$ cat src/hw/rtl/rfdp_pkg.sv
// Types, constants and register indexes of the range frame parser.
package rfdp_pkg;

  typedef logic [7:0]  rx_byte_t;
  typedef logic [13:0] range_t;
  typedef logic [21:0] dist_t;
  typedef logic [23:0] depth_t;
  typedef logic [1:0]  status_t;
  typedef logic [1:0]  cfg_idx_t;
  typedef logic [23:0] cfg_data_t;

  localparam int DIGITS_PER_FRAME_DEF = 4;

  localparam rx_byte_t START_CHAR = 8'h52;
  localparam rx_byte_t CHAR_0     = 8'h30;
  localparam rx_byte_t CHAR_9     = 8'h39;

  localparam range_t RANGE_MAX = 14'd16383;

  // ceil(2^32 / 127): exact floor division by 127 for products below 2^25
  localparam logic [25:0] DIV127_MAGIC = 26'd33818641;

  localparam cfg_idx_t CFG_IMPERIAL_MODE = 2'd0;
  localparam cfg_idx_t CFG_TOTAL_LENGTH  = 2'd1;
  localparam cfg_idx_t CFG_MIN_RANGE     = 2'd2;
  localparam cfg_idx_t CFG_NO_TARGET     = 2'd3;

  localparam logic   IMPERIAL_RST     = 1'b1;
  localparam depth_t TOTAL_LENGTH_RST = 24'd12288;
  localparam range_t MIN_RANGE_RST    = 14'd500;
  localparam range_t NO_TARGET_RST    = 14'd5000;

  localparam status_t STATUS_NORMAL    = 2'd0;
  localparam status_t STATUS_TOO_CLOSE = 2'd1;
  localparam status_t STATUS_NO_TARGET = 2'd2;

endpackage

$ cat src/hw/rtl/rfdp_if.sv
// Valid/ready channel interfaces for received bytes and range results.
interface rfdp_in_if import rfdp_pkg::*; ();
  logic     valid;
  logic     ready;
  rx_byte_t rx_byte;

  modport source (output valid, output rx_byte, input ready);
  modport sink   (input valid, input rx_byte, output ready);
endinterface

interface rfdp_out_if import rfdp_pkg::*; ();
  logic    valid;
  logic    ready;
  range_t  decoded_mm;
  dist_t   distance_q8;
  depth_t  depth_q8;
  status_t range_status;

  modport source (output valid, output decoded_mm, output distance_q8, output depth_q8,
                  output range_status, input ready);
  modport sink   (input valid, input decoded_mm, input distance_q8, input depth_q8,
                  input range_status, output ready);
endinterface

$ cat src/hw/rtl/range_frame_depth_parser.sv
// Range frame parser: ASCII 'R'+digits frames to range, distance, depth and status.
//
//   channel | direction | payload
//   --------+-----------+---------------------------------------------------
//   in_ch   | sink      | rx_byte
//   out_ch  | source    | decoded_mm, distance_q8, depth_q8, range_status
//   cfg_*   | write     | cfg_index selects register, cfg_wdata holds value
//
// One byte can be accepted every cycle while the input is ready. A result passes
// stage 1 (range latched), stage 2 (distance, in imperial mode by the multiply by
// the reciprocal of 127, and status) and the output register (depth subtract).
// Stages hold when the next one is full and stalled; bytes keep flowing while
// a result waits, until a second and third finished result back up behind it.
// Reset (rst_n low at a clock edge) drops any frame and loads register defaults.
module range_frame_depth_parser import rfdp_pkg::*; #(
  parameter int DIGITS_PER_FRAME = DIGITS_PER_FRAME_DEF
) (
  input  logic          clk,
  input  logic          rst_n,
  rfdp_in_if.sink       in_ch,
  rfdp_out_if.source    out_ch,
  input  logic          cfg_we,
  input  cfg_idx_t      cfg_index,
  input  cfg_data_t     cfg_wdata
);

  localparam int CNT_W = (DIGITS_PER_FRAME > 1) ? $clog2(DIGITS_PER_FRAME) : 1;
  localparam logic [CNT_W-1:0] LAST_CNT = CNT_W'(DIGITS_PER_FRAME - 1);

  // Configuration registers
  logic   imperial_r;
  depth_t total_len_r;
  range_t min_range_r;
  range_t no_target_r;

  always_ff @(posedge clk) begin
    if (!rst_n) begin
      imperial_r  <= IMPERIAL_RST;
      total_len_r <= TOTAL_LENGTH_RST;
      min_range_r <= MIN_RANGE_RST;
      no_target_r <= NO_TARGET_RST;
    end else if (cfg_we) begin
      case (cfg_index)
        CFG_IMPERIAL_MODE: imperial_r  <= cfg_wdata[0];
        CFG_TOTAL_LENGTH:  total_len_r <= cfg_wdata;
        CFG_MIN_RANGE:     min_range_r <= cfg_wdata[13:0];
        CFG_NO_TARGET:     no_target_r <= cfg_wdata[13:0];
        default: ;
      endcase
    end
  end

  // Pipeline occupancy and advance
  logic s1_v_r, s2_v_r, out_v_r;
  logic out_free, s2_free, s1_free;
  logic adv1, adv2;
  logic in_acc;

  assign out_free = !out_v_r || out_ch.ready;
  assign adv2     = s2_v_r && out_free;
  assign s2_free  = !s2_v_r || out_free;
  assign adv1     = s1_v_r && s2_free;
  assign s1_free  = !s1_v_r || s2_free;
  assign in_ch.ready = s1_free;
  assign in_acc   = in_ch.valid && s1_free;

  // Frame parser
  logic             in_frame_r, in_frame_nxt;
  logic [CNT_W-1:0] cnt_r, cnt_nxt;
  range_t           accum_r, accum_nxt;
  logic             is_digit;
  logic [3:0]       digit_val;
  logic [17:0]      acc_ext;
  range_t           acc_sat;
  logic             frame_done;

  assign is_digit  = in_ch.rx_byte inside {[CHAR_0:CHAR_9]};
  assign digit_val = 4'(in_ch.rx_byte - CHAR_0);
  assign acc_ext   = 18'({accum_r, 3'b000}) + 18'({accum_r, 1'b0}) + 18'(digit_val);
  assign acc_sat   = (acc_ext > 18'(RANGE_MAX)) ? RANGE_MAX : acc_ext[13:0];

  always_comb begin
    in_frame_nxt = in_frame_r;
    cnt_nxt      = cnt_r;
    accum_nxt    = accum_r;
    frame_done   = 1'b0;
    if (in_acc) begin
      if (!in_frame_r) begin
        if (in_ch.rx_byte == START_CHAR) begin
          in_frame_nxt = 1'b1;
          cnt_nxt      = '0;
          accum_nxt    = '0;
        end
      end else if (!is_digit) begin
        // drop the frame
        in_frame_nxt = 1'b0;
        cnt_nxt      = '0;
        accum_nxt    = '0;
      end else if (cnt_r == LAST_CNT) begin
        frame_done   = 1'b1;
        in_frame_nxt = 1'b0;
        cnt_nxt      = '0;
        accum_nxt    = '0;
      end else begin
        cnt_nxt   = cnt_r + 1'b1;
        accum_nxt = acc_sat;
      end
    end
  end

  always_ff @(posedge clk) begin
    if (!rst_n) begin
      in_frame_r <= 1'b0;
      cnt_r      <= '0;
      accum_r    <= '0;
    end else begin
      in_frame_r <= in_frame_nxt;
      cnt_r      <= cnt_nxt;
      accum_r    <= accum_nxt;
    end
  end

  // Stage 1: finished range
  range_t s1_mm_r;

  always_ff @(posedge clk) begin
    if (!rst_n) begin
      s1_v_r <= 1'b0;
    end else if (s1_free) begin
      s1_v_r <= frame_done;
    end
  end

  always_ff @(posedge clk) begin
    if (frame_done) begin
      s1_mm_r <= acc_sat;
    end
  end

  // Stage 2: distance and status
  logic [24:0] mm_x1280;
  logic [50:0] prod;
  dist_t       dist_nxt;
  status_t     status_nxt;
  range_t      s2_mm_r;
  dist_t       s2_dist_r;
  status_t     s2_status_r;

  assign mm_x1280 = {1'b0, s1_mm_r, 10'b0} + {3'b000, s1_mm_r, 8'b0};
  assign prod     = 51'(mm_x1280) * 51'(DIV127_MAGIC);
  assign dist_nxt = imperial_r ? {4'b0000, prod[49:32]} : {s1_mm_r, 8'b0};

  always_comb begin
    if (s1_mm_r <= min_range_r) begin
      status_nxt = STATUS_TOO_CLOSE;
    end else if (s1_mm_r >= no_target_r) begin
      status_nxt = STATUS_NO_TARGET;
    end else begin
      status_nxt = STATUS_NORMAL;
    end
  end

  always_ff @(posedge clk) begin
    if (!rst_n) begin
      s2_v_r <= 1'b0;
    end else if (s2_free) begin
      s2_v_r <= s1_v_r;
    end
  end

  always_ff @(posedge clk) begin
    if (adv1) begin
      s2_mm_r     <= s1_mm_r;
      s2_dist_r   <= dist_nxt;
      s2_status_r <= status_nxt;
    end
  end

  // Stage 3: depth, output register
  depth_t  dist_ext;
  depth_t  depth_nxt;
  range_t  out_mm_r;
  dist_t   out_dist_r;
  depth_t  out_depth_r;
  status_t out_status_r;

  assign dist_ext  = {2'b00, s2_dist_r};
  assign depth_nxt = (total_len_r > dist_ext) ? (total_len_r - dist_ext) : '0;

  always_ff @(posedge clk) begin
    if (!rst_n) begin
      out_v_r <= 1'b0;
    end else if (out_free) begin
      out_v_r <= s2_v_r;
    end
  end

  always_ff @(posedge clk) begin
    if (adv2) begin
      out_mm_r     <= s2_mm_r;
      out_dist_r   <= s2_dist_r;
      out_depth_r  <= depth_nxt;
      out_status_r <= s2_status_r;
    end
  end

  assign out_ch.valid        = out_v_r;
  assign out_ch.decoded_mm   = out_mm_r;
  assign out_ch.distance_q8  = out_dist_r;
  assign out_ch.depth_q8     = out_depth_r;
  assign out_ch.range_status = out_status_r;

endmodule

$ cat src/flat_wrapper.sv
// flat-port wrapper written by rule: the top's interface ports become plain ports
module range_frame_depth_parser_flat import rfdp_pkg::*;
#(
  parameter int DIGITS_PER_FRAME = DIGITS_PER_FRAME_DEF
)
  (clk, rst_n, cfg_we, cfg_index, cfg_wdata, in_ch_valid, in_ch_rx_byte, in_ch_ready, out_ch_valid, out_ch_decoded_mm, out_ch_distance_q8, out_ch_depth_q8, out_ch_range_status, out_ch_ready);
  rfdp_in_if in_ch_i ();
  rfdp_out_if out_ch_i ();
  input  logic clk;
  input  logic rst_n;
  input  logic cfg_we;
  input  cfg_idx_t cfg_index;
  input  cfg_data_t cfg_wdata;
  input wire logic [$bits(in_ch_i.valid)-1:0] in_ch_valid;
  input wire logic [$bits(in_ch_i.rx_byte)-1:0] in_ch_rx_byte;
  output wire logic [$bits(in_ch_i.ready)-1:0] in_ch_ready;
  output wire logic [$bits(out_ch_i.valid)-1:0] out_ch_valid;
  output wire logic [$bits(out_ch_i.decoded_mm)-1:0] out_ch_decoded_mm;
  output wire logic [$bits(out_ch_i.distance_q8)-1:0] out_ch_distance_q8;
  output wire logic [$bits(out_ch_i.depth_q8)-1:0] out_ch_depth_q8;
  output wire logic [$bits(out_ch_i.range_status)-1:0] out_ch_range_status;
  input wire logic [$bits(out_ch_i.ready)-1:0] out_ch_ready;
  assign in_ch_i.valid = in_ch_valid;
  assign in_ch_i.rx_byte = in_ch_rx_byte;
  assign in_ch_ready = in_ch_i.ready;
  assign out_ch_valid = out_ch_i.valid;
  assign out_ch_decoded_mm = out_ch_i.decoded_mm;
  assign out_ch_distance_q8 = out_ch_i.distance_q8;
  assign out_ch_depth_q8 = out_ch_i.depth_q8;
  assign out_ch_range_status = out_ch_i.range_status;
  assign out_ch_i.ready = out_ch_ready;
  range_frame_depth_parser #(.DIGITS_PER_FRAME(DIGITS_PER_FRAME)) u_core (.clk(clk), .rst_n(rst_n), .in_ch(in_ch_i), .out_ch(out_ch_i), .cfg_we(cfg_we), .cfg_index(cfg_index), .cfg_wdata(cfg_wdata));
endmodule
$ cat config.mk
export PLATFORM = sky130hd
export DESIGN_NAME = range_frame_depth_parser_flat
export DESIGN_NICKNAME = d
export VERILOG_FILES = /design/src/hw/rtl/rfdp_pkg.sv /design/src/hw/rtl/rfdp_if.sv /design/src/hw/rtl/range_frame_depth_parser.sv /design/src/flat_wrapper.sv
export SDC_FILE = /design/constraint.sdc
export NUM_CORES = 1
export LEC_CHECK = 0
export BUFFER_PORTS_ARGS = -buffer_cell sky130_fd_sc_hd__buf_2
export CAP_MARGIN = 20
export CORE_ASPECT_RATIO = 0.5
export CORE_UTILIZATION = 35
export CTS_CLUSTER_DIAMETER = 40
export DETAILED_ROUTE_END_ITERATION = 7
export SLEW_MARGIN = 20
export SYNTH_ARGS = -nofsm -noshare
export SYNTH_HDL_FRONTEND = slang
export SYNTH_SLANG_ARGS = --single-unit
$ cat constraint.sdc
create_clock -name clk -period 18.2 [get_ports clk]
set_input_delay 0.91 -clock clk [delete_from_list [all_inputs] [get_ports clk]]
set_output_delay 0.91 -clock clk [all_outputs]
set_load 0.05 [all_outputs]
---- After elaboration in Yosys (flattened, before gate mapping) ----
Cells that the tools add are included.
operators by class
  $add $sub $neg .......................... 6
  multiply operators ...................... 1
  magnitude comparators ................... 6
  equal/unequal tests ..................... 5
  muxes and demuxes ....................... 19
  reduce and logical (&&, ||, !) cells .... 17
operators with widths
  operator                                              number
  two-way mux 14 bit                                    5
  multiplier 25 x 26 -> 50 bit, second input constant   1
  adder 24 x 22 -> 25 bit                               1
  > comparator 24 x 22 -> 1 bit                         1
  subtractor 24 x 22 -> 24 bit                          1
  adder 17 x 15 -> 18 bit                               1
  adder 18 x 4 -> 18 bit                                1
  > comparator 18 x 14 -> 1 bit, second input constant  1
  two-way mux 18 bit                                    1
  >= comparator 14 bit                                  1
  <= comparator 14 bit                                  1
  two-way mux 2 bit                                     5
  AND reduction 2 bit                                   5
  == test 8 x 7 -> 1 bit, second input constant         1
  >= comparator 8 x 6 -> 1 bit, second input constant   1
  <= comparator 8 x 6 -> 1 bit, second input constant   1
  two-way mux 1 bit                                     8
  == test 2 bit, second input constant                  3
  logical AND 1 bit                                     4
  subtractor 4 x 1 -> 4 bit, second input constant      1
  zero test 1 bit                                       3
  logical OR 1 bit                                      3
  adder 2 x 1 -> 2 bit, second input constant           1
  == test 2 x 1 -> 1 bit, second input constant         1
  other kinds (2)                                       2
word-level totals
  bits in registers ....................... 187
  input bits .............................. 39
  output and inout port bits .............. 64

---- Depth between registers and ports, before layout ----
  depth after elaboration ................. 7
  depth in mapped cells ................... 28
  depth with buffers taken out ............ 28

---- Worst setup path after synthesis ----
No wires, ideal clock.
  path kind ............................... reg-to-reg
  start point ............................. register u_core.s1_mm_r[1]
  end point ............................... register u_core.s2_dist_r[7], data pin
  library setup time ...................... 0.267 ns
  arrival ................................. 5.916 ns
  required time ........................... 17.933 ns
  setup slack ............................. 12.017 ns
  stages on the path, launching flop included .. 26
  period minus slack after synthesis ...... 6.183 ns
  cell sequence ........................... edfxtp_1 inv_1 fa_1 and2b_1 o31a_1 nor4_1 nor4b_2 a311oi_1 nor3_1 and3_1 ha_1 ha_1 fa_1 fa_1 ha_1 ha_1 ha_1 a21oi_1 o21ai_0 a22oi_1 nand3_1 o311a_1 o31ai_4 a21oi_1 xnor2_1 nor2_1
between the ends
  longest elaborated chain between the ends .. 2
RTL lines
  what                          line                             RTL
  start, declared               range_frame_depth_parser.sv:124  range_t s1_mm_r;
  start signal, assigned        range_frame_depth_parser.sv:136  s1_mm_r <= acc_sat;
  adder 24 x 22 -> 25 bit       range_frame_depth_parser.sv:149  assign mm_x1280 = {1'b0, s1_mm_r, 10'b0} + {3'b000, s1_mm_r, 8'b0};
  multiplier 25 x 26 -> 50 bit  range_frame_depth_parser.sv:150  assign prod = 51'(mm_x1280) * 51'(DIV127_MAGIC);
  end signal, assigned          range_frame_depth_parser.sv:174  s2_dist_r <= dist_nxt;
  end, declared                 range_frame_depth_parser.sv:146  dist_t s2_dist_r;
Every way passes these cells.
A chain may end at the register's enable or synchronous reset.

---- Final worst setup path ----
Same ends and word-level chain as after synthesis.

==> metrics.csv <==
metric,value,unit
outcome,finished clean,
whs_path_depth,0,
synth_area_per_cell,10.25,um2
finalSetupTns,0,ps
vias_per_cell,5.014,
drtIter0Drc,463,
antenna_found_initial,0,
worst_pin_slew,996.1,ps
cts_resized,0,
drtAntennaViolNets,0,
grt_pass1_vias,8900,
reg2reg_depth,25,
reg2reg_slack,11170,ps
synth_area_leader_cell,edfxtp_1,
cts_tree,yes,
max_cap_violations,0,
ys_async_sr_fraction,0,%
yosys_register_bits,187,
layout_common_cells,"ha_1, nand2_1, inv_1",
synth_area_leaders,"edfxtp_1, ha_1, dfxtp_1, nand2_1, inv_1",
drc,0,
rsz0062_at_grt,false,
clock-sinks,187,
drive_gt1_share,14.02,%
synth_edf_count,114,
layout.nets,1550,
gp_congestion,0.8952,
clock_latency,440,ps
hold_buffers,0,
p_leak,6.138,nW
postCtsSetupBuffers,0,
synth_ff_type,edfxtp_1,
clkTransAtPathRegs,70,ps
critPathBufInv,1,
report.final.hold_viol_count,0,
skew,14.35,ps
htree_levels,4,
cts_root_buf,clkbuf_16,
syn_inst,1195,
cpPeakStageDelay,580,ps
core,0.03447,mm2
ios,103,
cp-end-kind,flop,
criticalPathCategory,reg -> reg,
grt.total_usage,16.52,%
hp-class,reg -> reg,
die-area,0.03580,mm2
syn2layout_area_growth,13.18,%
period_needed,7035,ps
ctsLongestPathBuffers,2,
vias,8925,
die_height,134.3,um
r2r-end,u_core.s2_dist_r[7],
setup_viol,0,
p_per_area,62.35,mW/mm2
post-route-period-util,38.65,%
netlist_area,0.01225,mm2
max_freq,142.1,MHz
cp-startpoint,u_core.s1_mm_r[1],
mostFrequentLayoutCell,ha_1,
grt_pass1_wl,46.75,mm
initial_core_util,35.53,%
ys_types,78,
diodes,0,
overflow,0,
crit_required,18380,ps
worst_setup_path_start_kind,flop,
portBuffers,102,
critPathArrivalTime,7220,ps
synth_top_cell_area_share,27.95,%
routedWlPerCell,16.48,um
fp.dieW,266.6,um
grt_max_degree,63,
maxSlewViolCount,0,
path_depth,25,
crit_path_max_fanout,7,
ys_seq_area_share,39.88,%
syn-num-nets,1453,
crit_family,adder cells,
ir_worst_vdd,63.04,uV
crit_end,u_core.s2_dist_r[7],
place_area,0.01329,mm2
crit_top_cell,ha_1,
slowest_stage,edfxtp_1,
cts_made_buffers,17,
drtPass1Iterations,5,
totalWireLength,29.34,mm
slew_headroom,33.38,%
postLayoutCellArea,0.01386,mm2
nFillCells,3347,
row_count,48,
hpwl,23.13,mm
worstReg2RegStart,u_core.s1_mm_r[1],
ys_warn_count,0,
## cells in the mapped netlist (7+ instances only)
cell type	n
ha_1	201
nand2_1	136
inv_1	121
edfxtp_1	114
dfxtp_1	73
nor2_1	63
a21oi_1	59
a21boi_0	42
o21ai_0	33
xnor2_1	27
a21o_1	22
clkbuf_1	22
nor2b_1	22
fa_1	18
xor2_1	18
o211ai_1	16
nand3_1	15
nor3_1	15
nand4_1	14
a22o_1	13
nand2b_1	12
o21a_1	8
a211oi_1	7
nand2_2	7
nor4_1	7
## kinds of logic (layout without fill, tap and decap cells)
family / count (synthesis) / after routing / share of synthesized area [%]
AO/OA/AOI/OAI: 261 / 261 / 15.38
XOR/XNOR: 45 / 45 / 3.218
adder cells (fa/ha/maj): 219 / 219 / 23.47
buffers and inverters: 149 / 259 / 4.668
flip-flops: 187 / 187 / 39.88
multiplexers: 4 / 4 / 0.3575
AND/OR/NAND/NOR: 330 / 330 / 13.02
## area by class of cell
class                      instances  area [um2]  share of cell area [%]
sequential                       187        4885                   35.23
tap                              475       594.3                   4.287
clock inverter                     9       77.57                  0.5596
clock buffer                      23       500.5                   3.610
inverter                         121       454.2                   3.276
multi-input combinational        859        6812                   49.13
timing repair buffer             106       540.5                   3.899
## flip-flops by register name, summed over array words and instances, names as in the netlist, 14 cells and up
signal                     cells
u_core.accum_r                14
u_core.min_range_r            14
u_core.no_target_r            14
u_core.out_ch.decoded_mm      14
u_core.out_ch.depth_q8        24
u_core.out_ch.distance_q8     22
u_core.s1_mm_r                14
u_core.s2_dist_r              22
u_core.s2_mm_r                14
u_core.total_len_r            24
## worst min-delay path by stage
stage / from / end / slack, ps
finish: u_core.s2_mm_r[5] / u_core.out_ch.decoded_mm[5] / 420
global route: u_core.s2_status_r[1] / u_core.out_ch.range_status[1] / 430
CTS: u_core.s2_mm_r[5] / u_core.out_ch.decoded_mm[5] / 420
detailed placement: u_core.s2_mm_r[10] / u_core.out_ch.decoded_mm[10] / 410
global placement: u_core.s2_status_r[0] / u_core.out_ch.range_status[0] / 400
floorplan: u_core.s2_mm_r[0] / u_core.out_ch.decoded_mm[0] / 400
## power breakdown
part | leakage, nW | internal (mW) | switching [mW]
combinational | 4.23 | 0.0183 | 0.0269
sequential | 1.63 | 0.450 | 0.00321
clock | 0.281 | 0.198 | 0.168
total | 6.14 | 0.666 | 0.198
## per-layer routing
| layer | part of all wire (%) | wire length, um | vias up | global-route usage [%] |
|---|---|---|---|---|
| li1 | - | - | 4460 | - |
| met1 | 49 | 14250 | 4302 | 22.21 |
| met2 | 48 | 14060 | 143 | 28.24 |
| met3 | 2.8 | 811 | 20 | 2.478 |
| met4 | 0.71 | 209 | 0 | 3.225 |
| met5 | 0 | 0 | - | 0 |
## per-stage QoR
step	utilization (%)	total power [mW]	setup slack (ps)	instances	hold WS [ps]
after CTS	40.21	0.8706	11170	1780	422.8
after detailed placement	38.54	0.5075	11210	1748	406.6
final	40.21	0.8643	11170	1780	422.7
after global placement	38.54	0.5066	11370	1748	400.4
after floorplan	-	0.4918	12020	1195	400.3
after global routing	40.21	0.8944	10720	1780	427.4
Note: power is estimated with default switching activity, not from simulation.
